$ cat src/design/nlsl_pkg.sv
// Shared types and constants for the nearest lower symbol lookup block.
package nlsl_pkg;

  // Fixed field widths
  localparam int WORD_W        = 32;
  localparam int ENTRY_INDEX_W = 10;
  localparam int SYM_COUNT_W   = 11;
  // Wide enough for a saturated scan length at the largest table size
  localparam int SCAN_CNT_W    = 17;

  // Defaults for the top level parameters
  localparam int DEF_MAX_SYMBOLS = 1024;
  localparam int DEF_QUEUE_DEPTH = 2;

  // Configuration port
  localparam int APB_ADDR_W = 3;
  localparam int APB_DATA_W = 32;

  typedef enum logic [0:0] {
    REG_SYMBOL_COUNT  = 1'b0,
    REG_NAMES_PRESENT = 1'b1
  } reg_idx_t;

  // Input command codes
  localparam logic CMD_LOAD  = 1'b0;
  localparam logic CMD_QUERY = 1'b1;

  // Operation classes handed from front end to back end
  typedef enum logic [1:0] {
    OP_LOAD = 2'd0,
    OP_SCAN = 2'd1,
    OP_MISS = 2'd2
  } op_kind_t;

  typedef struct packed {
    op_kind_t                 kind;
    logic [ENTRY_INDEX_W-1:0] index;
    logic [WORD_W-1:0]        value;
    logic [WORD_W-1:0]        name;
    logic [WORD_W-1:0]        addr;
    logic [SCAN_CNT_W-1:0]    count;
  } op_t;

  // Configuration seen by the front end
  typedef struct packed {
    logic [SYM_COUNT_W-1:0] symbol_count;
    logic                   names_present;
  } cfg_t;

  // Handshake between queue and back end
  typedef struct packed {
    logic valid;
    op_t  op;
  } queue_head_t;

  typedef enum logic [1:0] {
    B_IDLE  = 2'd0,
    B_SCAN  = 2'd1,
    B_DRAIN = 2'd2,
    B_DONE  = 2'd3
  } back_state_t;

endpackage

$ cat src/design/nlsl_queue.sv
// Short operation queue between the front end and the back end.
module nlsl_queue
  import nlsl_pkg::*;
#(
  parameter int DEPTH = DEF_QUEUE_DEPTH
) (
  input  logic        clk,
  input  logic        rst,
  input  logic        push,
  input  op_t         push_op,
  output logic        full,
  input  logic        pop,
  output queue_head_t head
);

  localparam int PTR_W = (DEPTH > 1) ? $clog2(DEPTH) : 1;
  localparam int CNT_W = $clog2(DEPTH + 1);

  op_t              slots [DEPTH];
  logic [PTR_W-1:0] wr_ptr;
  logic [PTR_W-1:0] rd_ptr;
  logic [CNT_W-1:0] fill;

  assign full       = fill == CNT_W'(DEPTH);
  assign head.valid = fill != '0;
  assign head.op    = slots[rd_ptr];

  // Advance pointers and fill level
  always_ff @(posedge clk) begin
    if (rst) begin
      wr_ptr <= '0;
      rd_ptr <= '0;
      fill   <= '0;
    end else begin
      if (push) begin
        wr_ptr <= (wr_ptr == PTR_W'(DEPTH - 1)) ? '0 : wr_ptr + PTR_W'(1);
      end
      if (pop) begin
        rd_ptr <= (rd_ptr == PTR_W'(DEPTH - 1)) ? '0 : rd_ptr + PTR_W'(1);
      end
      if (push && !pop) begin
        fill <= fill + CNT_W'(1);
      end else if (pop && !push) begin
        fill <= fill - CNT_W'(1);
      end
    end
  end

  always_ff @(posedge clk) begin
    if (push) begin
      slots[wr_ptr] <= push_op;
    end
  end

endmodule

$ cat config.mk
export PLATFORM = sky130hd
export DESIGN_NAME = nlsl_queue
export DESIGN_NICKNAME = d
export VERILOG_FILES = /design/src/design/nlsl_pkg.sv /design/src/design/nlsl_queue.sv
export SDC_FILE = /design/constraint.sdc
export NUM_CORES = 1
export LEC_CHECK = 0
export ABC_CLOCK_PERIOD_IN_PS = 6500
export CELL_PAD_IN_SITES_DETAIL_PLACEMENT = 0
export CELL_PAD_IN_SITES_GLOBAL_PLACEMENT = 2
export CORE_MARGIN = 2
export CORE_UTILIZATION = 42
export DETAILED_ROUTE_END_ITERATION = 12
export DONT_BUFFER_PORTS = 1
export HOLD_SLACK_MARGIN = 0.05
export PLACE_DENSITY = 0.76
export SYNTH_ARGS = -nofsm -noshare
export SYNTH_HDL_FRONTEND = slang
export SYNTH_SLANG_ARGS = --single-unit
$ cat constraint.sdc
create_clock -name clk -period 6.5 [get_ports clk]
set_clock_uncertainty 0.1 [all_clocks]
set_input_delay 0.325 -clock clk [delete_from_list [all_inputs] [get_ports clk]]
set_output_delay 0.325 -clock clk [all_outputs]
set_load 0.1 [all_outputs]
==> out/results.ini <==
[placed_design]
globalplace.congestion = 0.7166
dp_hpwl_um = 10870
dp_cells = 681
portBuffers = 0
dpl_cell_area_um2 = 9707

[clock_network]
cts_hold_buf = 129
htree_num_levels = 1
cts_tree = built
clk_latency_ns = 0.51
clkSinkCount = 255
cts_buffer_depth = 3
root_buffer = clkbuf_16
post_cts_resize_count = 0
clkTransAtPathRegs_ns = 0.06
post_cts_buffers = 0
cts_buffers = 25

[pwr]
peakVddDrop_mv = 0.2963
power_w = 0.004222
power_density_nw_per_um2 = 360.0
p_leak_nw = 4.020

[cells_and_area]
drive_gt1_share_pct = 28.85
n_fill_cell = 1705
fin_cells = 854
utilization_pct = 53.58
final_cell_area_um2 = 11730
area_delta_synth_final_pct = 24.46
final_nets = 687

[setup_path]
r2r_start = wr_ptr$_SDFFE_PP0P_
startpoint_type = flip-flop
critPathCaptureType = primary output
cp_max_fo = 71
crit_type = flip-flop to primary output
worstPathArrival_ns = 3.04
critPathRequiredTime_ns = 6.07

[grt]
antenna_found_initial = 2
grt_use_total_pct = 14.10
grt_max_degree = 77
grt-ovfl-total = 0
grt_pass1_wl_um = 26230
grt_pass1_vias = 4592

[logic_synthesis]
syn_avg_cell_area_um2 = 22.93
synth_area_um2 = 9424
ys_ff_latch = 255
yosys_warnings = 0
yosysUniqueCellTypes = 17
synth.yosys.seq_area_share_pct = 80.72
synth_cells = 411
synthesis.nets = 541

[route]
ant_nets = 0
vias = 4295
drt_iter0_markers = 218
drt_pre_antenna_iters = 4
wl_met2_um = 8693
wl_met3_um = 1566
highest_layer = met4
drc = 0
wl_met1_um = 6900
viasPerCell = 5.029
routed_wl_um = 17550
wl_per_cell_um = 20.55

[sta]
hold_viol = 0
tightest_slew_ns = 1.103
min_period_ns = 3.469
fmax_ghz = 0.2882
max_slew_margin_pct = 26.13
rsz0062_at_grt = no
finalCritPeriodShare_pct = 53.37
report.final.slew_viol_count = 0
finalSetupTns_ns = 0
setup_violations = 0

[flow_run]
maxCapViolCount = 0

[min_path]
min-delay-start = pop
holdCritPathClass = input port to flip-flop

[floorplanning]
rows = 54
core_area_um2 = 21890
num_io_pins = 256
die_h_um = 153.8
start_util_pct = 43.05
dieArea_um2 = 23650
die_w_um = 153.8

[outcome]
status = finished clean

where the power goes:
part | switching [W] | internal (W)
logic | 0.000781 | 0.000179
clock network | 0.000555 | 0.000742
registers | 0.0000448 | 0.00192
worst paths after layout:
kind	to	slack [ns]	depth (start not counted)
worst max register to register	slots[1][4]$_DFFE_PP_	3.99	2
worst min-delay path	fill[0]$_SDFFE_PP0P_	0.10	4
worst min register to register	fill[1]$_SDFFE_PP0P_	0.42	2
worst max-delay path	head[110]	3.03	2
flip-flops by register name, summed over array words and instances, names as in the netlist, named ones only:
name / count
fill: 2
rd_ptr: 1
slots: 250
wr_ptr: 1
cells in the mapped netlist:
library cell / n / share of area (%)
edfxtp_1: 250 / 80
mux2_2: 75 / 9.0
mux2_4: 50 / 8.0
buf_2: 7 / 0.37
buf_6: 7 / 0.84
dfxtp_1: 5 / 1.1
nor2_1: 4 / 0.16
nor2b_1: 2 / 0.13
xnor2_1: 2 / 0.19
xor2_1: 2 / 0.19
a21oi_1: 1 / 0.053
and2_1: 1 / 0.066
ha_1: 1 / 0.13
inv_1: 1 / 0.040
o21ai_0: 1 / 0.053
or2_2: 1 / 0.066
or3_1: 1 / 0.066
layout make-up:
cell class                      count  area (um^2)  share of cell area, %
Antenna cell                        2        5.005                0.04267
Clock buffer                       32        651.9                  5.558
Clock inverter                     10        73.82                 0.6294
Inverter                            1        3.754                0.03200
Multi-Input combinational cell    141         1712                  14.59
Sequential cell                   255         7611                  64.89
Tap cell                          280        350.3                  2.987
Timing Repair Buffer              133         1321                  11.27
metal layers:
metal  GRT usage, %  up-vias
met5              0        -
met4          3.539        0
met3          5.045       25
met2          24.53      204
met1          16.77     2145
li1               -     1921
critical path: stages, from the launching register on:
cell and delay [ns]:
dfxtp_4 1.00, buf_4 0.81, mux2_2 0.66
metrics by stage:
step	setup slack, ns	hold slack (ns)
3_3_place_gp	3.537	0.2914
4_1_cts	2.924	0.07252
3_5_place_dp	3.477	0.2911
2_1_floorplan	2.371	0.2941
6_report	3.031	0.1008
5_1_grt	2.800	0.1277
layout by cell type, fill, tap and decap left out, types with 2 or more instances in the layout:
| master | count |
|---|---|
| edfxtp_1 | 250 |
| dlygate4sd3_1 | 129 |
| mux2_2 | 75 |
| mux2_4 | 50 |
| clkbuf_16 | 25 |
| clkbuf_1 | 7 |
| nor2_1 | 4 |
| clkinv_2 | 4 |
| clkinv_1 | 4 |
| dfxtp_1 | 4 |
| buf_4 | 4 |
| diode_2 | 2 |
| xor2_1 | 2 |
| xnor2_1 | 2 |
cells by family (layout without fill, tap and decap cells):
kind of cell / Yosys count / after routing / share of synthesized area (%)
AOI/OAI and AO/OA: 2 / 2 / 0.1061
xor gates and xnor gates: 4 / 4 / 0.3718
adders and majority gates: 1 / 1 / 0.1327
buffers and inverters: 15 / 176 / 1.248
DFF: 255 / 255 / 80.72
muxes: 125 / 125 / 16.93
other: 0 / 2 / 0
and+or+nand+nor: 9 / 9 / 0.4913
No activity file was read; power rests on OpenSTA's default activity.
