--- src/design/nlsl_pkg.sv ---
// Shared types and constants for the nearest lower symbol lookup block.
package nlsl_pkg;

  // Fixed field widths
  localparam int WORD_W        = 32;
  localparam int ENTRY_INDEX_W = 10;
  localparam int SYM_COUNT_W   = 11;
  // Wide enough for a saturated scan length at the largest table size
  localparam int SCAN_CNT_W    = 17;

  // Defaults for the top level parameters
  localparam int DEF_MAX_SYMBOLS = 1024;
  localparam int DEF_QUEUE_DEPTH = 2;

  // Configuration port
  localparam int APB_ADDR_W = 3;
  localparam int APB_DATA_W = 32;

  typedef enum logic [0:0] {
    REG_SYMBOL_COUNT  = 1'b0,
    REG_NAMES_PRESENT = 1'b1
  } reg_idx_t;

  // Input command codes
  localparam logic CMD_LOAD  = 1'b0;
  localparam logic CMD_QUERY = 1'b1;

  // Operation classes handed from front end to back end
  typedef enum logic [1:0] {
    OP_LOAD = 2'd0,
    OP_SCAN = 2'd1,
    OP_MISS = 2'd2
  } op_kind_t;

  typedef struct packed {
    op_kind_t                 kind;
    logic [ENTRY_INDEX_W-1:0] index;
    logic [WORD_W-1:0]        value;
    logic [WORD_W-1:0]        name;
    logic [WORD_W-1:0]        addr;
    logic [SCAN_CNT_W-1:0]    count;
  } op_t;

  // Configuration seen by the front end
  typedef struct packed {
    logic [SYM_COUNT_W-1:0] symbol_count;
    logic                   names_present;
  } cfg_t;

  // Handshake between queue and back end
  typedef struct packed {
    logic valid;
    op_t  op;
  } queue_head_t;

  typedef enum logic [1:0] {
    B_IDLE  = 2'd0,
    B_SCAN  = 2'd1,
    B_DRAIN = 2'd2,
    B_DONE  = 2'd3
  } back_state_t;

endpackage

--- src/design/nlsl_if.sv ---
// Request and response channel interfaces for the symbol lookup block.
interface nlsl_req_if;
  logic        valid;
  logic        ready;
  logic        cmd;
  logic [9:0]  entry_index;
  logic [31:0] entry_value;
  logic [31:0] entry_name_offset;
  logic [31:0] query_address;

  modport source (output valid, cmd, entry_index, entry_value, entry_name_offset,
                  query_address, input ready);
  modport sink (input valid, cmd, entry_index, entry_value, entry_name_offset,
                query_address, output ready);
endinterface


--- src/design/nlsl_front.sv ---
// Front end: accepts request transfers, classifies them and stages them for the queue.
module nlsl_front
  import nlsl_pkg::*;
#(
  parameter int MAX_SYMBOLS = DEF_MAX_SYMBOLS
) (
  input  logic        clk,
  input  logic        rst,
  nlsl_req_if.sink    req,
  input  cfg_t        cfg,
  output logic        push,
  output op_t         push_op,
  input  logic        queue_full
);

  logic stg_valid;
  logic stg_valid_next;
  op_t  stg_op;
  op_t  op_class;
  logic accept;
  logic keep;

  // Drain the stage whenever the queue has room
  assign push      = stg_valid && !queue_full;
  assign push_op   = stg_op;
  assign req.ready = !stg_valid || !queue_full;
  assign accept    = req.valid && req.ready;

  // Classify the incoming item
  always_comb begin
    op_class       = '0;
    op_class.index = req.entry_index;
    op_class.value = req.entry_value;
    op_class.name  = req.entry_name_offset;
    op_class.addr  = req.query_address;
    if (32'(cfg.symbol_count) > 32'(MAX_SYMBOLS)) begin
      op_class.count = SCAN_CNT_W'(MAX_SYMBOLS);
    end else begin
      op_class.count = SCAN_CNT_W'(cfg.symbol_count);
    end
    keep = 1'b1;
    if (req.cmd == CMD_LOAD) begin
      op_class.kind = OP_LOAD;
      // drop loads beyond the table
      keep = 32'(req.entry_index) < 32'(MAX_SYMBOLS);
    end else if (!cfg.names_present || cfg.symbol_count == '0) begin
      op_class.kind = OP_MISS;
    end else begin
      op_class.kind = OP_SCAN;
    end
  end

  always_comb begin
    stg_valid_next = stg_valid;
    if (push) begin
      stg_valid_next = 1'b0;
    end
    if (accept) begin
      stg_valid_next = keep;
    end
  end

  always_ff @(posedge clk) begin
    if (rst) begin
      stg_valid <= 1'b0;
    end else begin
      stg_valid <= stg_valid_next;
    end
  end

  // Hold the staged operation until it moves on
  always_ff @(posedge clk) begin
    if (accept) begin
      stg_op <= op_class;
    end
  end

endmodule

--- src/flat_wrapper.sv ---
// flat-port wrapper written by rule: the top's interface ports become plain ports
module nlsl_front_flat import nlsl_pkg::*;
#(
  parameter int MAX_SYMBOLS = DEF_MAX_SYMBOLS
)
  (clk, rst, cfg, push, push_op, queue_full, req_valid, req_cmd, req_entry_index, req_entry_value, req_entry_name_offset, req_query_address, req_ready);
  nlsl_req_if req_i ();
  input  logic clk;
  input  logic rst;
  input  cfg_t cfg;
  output logic push;
  output op_t push_op;
  input  logic queue_full;
  input wire logic [$bits(req_i.valid)-1:0] req_valid;
  input wire logic [$bits(req_i.cmd)-1:0] req_cmd;
  input wire logic [$bits(req_i.entry_index)-1:0] req_entry_index;
  input wire logic [$bits(req_i.entry_value)-1:0] req_entry_value;
  input wire logic [$bits(req_i.entry_name_offset)-1:0] req_entry_name_offset;
  input wire logic [$bits(req_i.query_address)-1:0] req_query_address;
  output wire logic [$bits(req_i.ready)-1:0] req_ready;
  assign req_i.valid = req_valid;
  assign req_i.cmd = req_cmd;
  assign req_i.entry_index = req_entry_index;
  assign req_i.entry_value = req_entry_value;
  assign req_i.entry_name_offset = req_entry_name_offset;
  assign req_i.query_address = req_query_address;
  assign req_ready = req_i.ready;
  nlsl_front #(.MAX_SYMBOLS(MAX_SYMBOLS)) u_core (.clk(clk), .rst(rst), .req(req_i), .cfg(cfg), .push(push), .push_op(push_op), .queue_full(queue_full));
endmodule
--- config.mk ---
export PLATFORM = sky130hd
export DESIGN_NAME = nlsl_front_flat
export DESIGN_NICKNAME = d
export VERILOG_FILES = /design/src/design/nlsl_pkg.sv /design/src/design/nlsl_if.sv /design/src/design/nlsl_front.sv /design/src/flat_wrapper.sv
export SDC_FILE = /design/constraint.sdc
export NUM_CORES = 1
export LEC_CHECK = 0
export ABC_AREA = 0
export BUFFER_PORTS_ARGS = -buffer_cell sky130_fd_sc_hd__clkbuf_2
export CAP_MARGIN = 10
export CORE_MARGIN = 2
export CORE_UTILIZATION = 34
export CTS_CLUSTER_SIZE = 20
export DETAILED_ROUTE_END_ITERATION = 7
export PLACE_DENSITY_LB_ADDON = 0.05
export SYNTH_ARGS = -nofsm -noshare
export SYNTH_HDL_FRONTEND = slang
export SYNTH_SLANG_ARGS = --single-unit
--- constraint.sdc ---
create_clock -name clk -period 9.7 [get_ports clk]
set_clock_uncertainty 0.1 [all_clocks]
set_input_delay 1.94 -clock clk [delete_from_list [all_inputs] [get_ports clk]]
set_output_delay 1.94 -clock clk [all_outputs]
set_load 0.02 [all_outputs]
==> metrics.txt <==
# TYPE chip_impl_metric gauge
chip_impl_metric{name="die_width",unit="um"} 110
chip_impl_metric{name="yosysWarningCount",unit=""} 0
chip_impl_metric{name="detail_route.iter0.violations",unit=""} 90
chip_impl_metric{name="flow.area_growth_from_synthesis",unit="%"} 51.1
chip_impl_metric{name="post_synth_num_cell_types",unit=""} 19
chip_impl_metric{name="post-route-min-period",unit="ps"} 4360
chip_impl_info{name="holdCritStartpoint",value="u_core.stg_valid"} 1
chip_impl_metric{name="final_ant_viol_nets",unit=""} 0
chip_impl_metric{name="final_cells",unit=""} 565
chip_impl_metric{name="synth-edff-count",unit=""} 119
chip_impl_metric{name="finalSetupViolCount",unit=""} 0
chip_impl_metric{name="sum_of_negative_setup_slack",unit="ps"} 0
chip_impl_metric{name="drive_above_1_share",unit="%"} 64.2
chip_impl_metric{name="power.static_leakage",unit="nW"} 2.53
chip_impl_info{name="cts_tree",value="yes"} 1
chip_impl_metric{name="worstPathMaxFanout",unit=""} 3
chip_impl_metric{name="global_route_wire_length_before_repair",unit="um"} 11500
chip_impl_info{name="setup.worst_path.start",value="queue_full"} 1
chip_impl_info{name="yosys_most_used_dff",value="sky130_fd_sc_hd__edfxtp_1"} 1
chip_impl_info{name="timing.critical_path.from_type",value="input port"} 1
chip_impl_metric{name="syn_std_cell_area",unit="sq um"} 3810
chip_impl_metric{name="grt_max_degree",unit=""} 65
chip_impl_metric{name="std_cell_rows",unit=""} 38
chip_impl_metric{name="drcViolationCount",unit=""} 0
chip_impl_info{name="setup_repair_after_global_routing_missed_its_margin",value="false"} 1
chip_impl_metric{name="ios",unit=""} 250
chip_impl_metric{name="met1Wirelength",unit="um"} 3060
chip_impl_metric{name="route.vias.total",unit=""} 2321
chip_impl_info{name="r2r-start",value="u_core.stg_valid"} 1
chip_impl_metric{name="numPortBuffers",unit=""} 243
chip_impl_metric{name="achievable_freq",unit="MHz"} 229
chip_impl_metric{name="pwr_density_cell",unit="nW/um^2"} 233
chip_impl_metric{name="finalMaxSlewViolations",unit=""} 0
chip_impl_metric{name="floorplan.initialDensity",unit="%"} 35.0
chip_impl_metric{name="first_global_vias",unit=""} 2163
chip_impl_metric{name="clk_latency",unit="ps"} 500
chip_impl_metric{name="antenna_cells",unit=""} 0
chip_impl_metric{name="num-nets-final",unit=""} 535
chip_impl_metric{name="maxCapViolations",unit=""} 0
chip_impl_metric{name="synth_async_sr_flop_share",unit="%"} 0
chip_impl_metric{name="hold_buf_cts",unit=""} 0
chip_impl_info{name="status",value="completed"} 1
chip_impl_metric{name="hpwl",unit="um"} 6270
chip_impl_metric{name="detailroute.wirelength.met3",unit="um"} 935
chip_impl_metric{name="antenna_found_initial",unit=""} 0
chip_impl_metric{name="worst_endpoint_required_time",unit="ps"} 7660
chip_impl_metric{name="wl_per_cell",unit="um"} 14.9
chip_impl_metric{name="timing_worst_slew_pin_value",unit="ps"} 798
chip_impl_metric{name="via_per_inst",unit=""} 4.11
chip_impl_metric{name="gp_congestion",unit=""} 0.726
chip_impl_metric{name="critical_path_arrival",unit="ps"} 2320
chip_impl_metric{name="h-tree-depth",unit=""} 4
chip_impl_metric{name="cts_max_path_buffers",unit=""} 2
chip_impl_info{name="end_kind",value="output pin"} 1
chip_impl_metric{name="numCtsBuffers",unit=""} 17
chip_impl_metric{name="slew-limit-headroom",unit="%"} 46.8
chip_impl_metric{name="timing.final.crit_share",unit="%"} 45.0
chip_impl_metric{name="syn_area_per_cell",unit="sq um"} 25.1
chip_impl_metric{name="cts_resized",unit=""} 0
chip_impl_metric{name="floorplan.die_area",unit="sq um"} 12100
chip_impl_metric{name="clock-sinks",unit=""} 120
chip_impl_info{name="clock_tree.root_cell",value="sky130_fd_sc_hd__clkbuf_8"} 1
chip_impl_metric{name="drt_wl_total",unit="um"} 8390
chip_impl_info{name="top_signal_layer_used",value="met4"} 1
chip_impl_metric{name="post-layout-total-power",unit="W"} 0.00134
chip_impl_info{name="worst-setup-path-type",value="in2out"} 1
chip_impl_metric{name="post_synth_inst_count",unit=""} 152
chip_impl_metric{name="irDropWorstVdd",unit="mV"} 0.0905
chip_impl_metric{name="path_clk_slew",unit="ps"} 50
chip_impl_metric{name="post-place-cells",unit=""} 533
chip_impl_metric{name="die-height",unit="um"} 110
chip_impl_info{name="hold_path_class",value="reg2reg"} 1
chip_impl_metric{name="ys_seq_elements",unit=""} 120
chip_impl_metric{name="grt_remaining_overflow",unit=""} 0
chip_impl_metric{name="dr_wl_met2",unit="um"} 4180
chip_impl_metric{name="grtUsageTotal",unit="%"} 13.7
chip_impl_metric{name="post-cts-setup-buffer-count",unit=""} 0
chip_impl_metric{name="synth.yosys.seq_area_share",unit="%"} 94.3
chip_impl_metric{name="final_hold_viol_count",unit=""} 0
chip_impl_metric{name="core_area",unit="sq um"} 10900
chip_impl_metric{name="drtPass1Iterations",unit=""} 5
per-layer routing:
layer  GRT usage [%]  vias to the layer above
met2            21.3                      147
met4            8.05                        0
met5               0                        -
li1                -                     1110
met1            15.1                     1046
met3            6.82                       18
path summary, 6_finish.rpt:
| kind | cells after the start | slack [ps] | endpoint |
|---|---|---|---|
| max | 3 | 5340 | push |
| min | 2 | 420 | u_core.stg_valid |
| max reg2reg | 3 | 7390 | u_core.push_op[64] |
| min reg2reg | 2 | 420 | u_core.stg_valid |
area by class of cell:
| cell class | count | area [sq um] |
|---|---|---|
| Fill cell | 949 | 5130 |
| Timing Repair Buffer | 244 | 1220 |
| Inverter | 1 | 3.75 |
| Clock buffer | 21 | 429 |
| Multi-Input combinational cell | 28 | 183 |
| Tap cell | 140 | 175 |
| Sequential cell | 120 | 3590 |
| Clock inverter | 11 | 154 |
sequential cells by signal (all words and copies together) (netlist names):
name	cells
u_core.push_op	119
u_core.stg_valid	1
synth_stat cells, types with 2 or more instances:
cell	instances	area [sq um]
sky130_fd_sc_hd__nand2_1	2	7.51
sky130_fd_sc_hd__buf_4	6	45.0
sky130_fd_sc_hd__nor2b_1	10	62.6
sky130_fd_sc_hd__edfxtp_1	119	3570
logic make-up (layout without fill, tap and decap cells):
family,count (synthesis),count (layout),synth area share (%)
flip-flops,120,120,94.3
AND/OR/NAND/NOR,19,19,3.58
buffers and inverters,9,277,1.51
AO/OA/AOI/OAI,3,3,0.558
other,1,6,0.0984
where the power goes:
| part | leakage [nW] | total [W] | internal, W | switching (W) |
|---|---|---|---|---|
| logic | 1.09 | 0.000111 | 0.0000381 | 0.0000726 |
| clock network | 0.282 | 0.000614 | 0.000412 | 0.000202 |
| registers | 1.16 | 0.000616 | 0.000608 | 0.00000749 |
| total | 2.53 | 0.00134 | 0.00106 | 0.000282 |
cell usage in the layout, fill, tap and decap left out, drive strengths merged:
cell type	count
a32o	1
edfxtp	119
dfxtp	1
nor2b	11
a31oi	1
clkinvlp	1
clkinv	6
nor3	1
nand2	2
a21oi	1
inv	1
nor4b	1
conb	6
clkbuf	264
nor2	1
bufinv	4
buf	1
nor4	2
and2	1
through the flow:
stage	area (sq um)	setup WS (ps)	utilization (%)	hold slack, ps
3_5_place_dp	5180	5340	47.6	407
6_report	5760	5340	52.9	417
4_1_cts	5760	5340	52.9	425
3_3_place_gp	5180	5350	47.6	386
2_1_floorplan	3830	4200	-	365
5_1_grt	5760	5310	52.9	454
critical path, stage by stage:
cell	delay (ps)
sky130_fd_sc_hd__clkbuf_2	100
sky130_fd_sc_hd__nor2b_1	110
sky130_fd_sc_hd__clkbuf_2	180
Power figures use the tool's default switching activity.
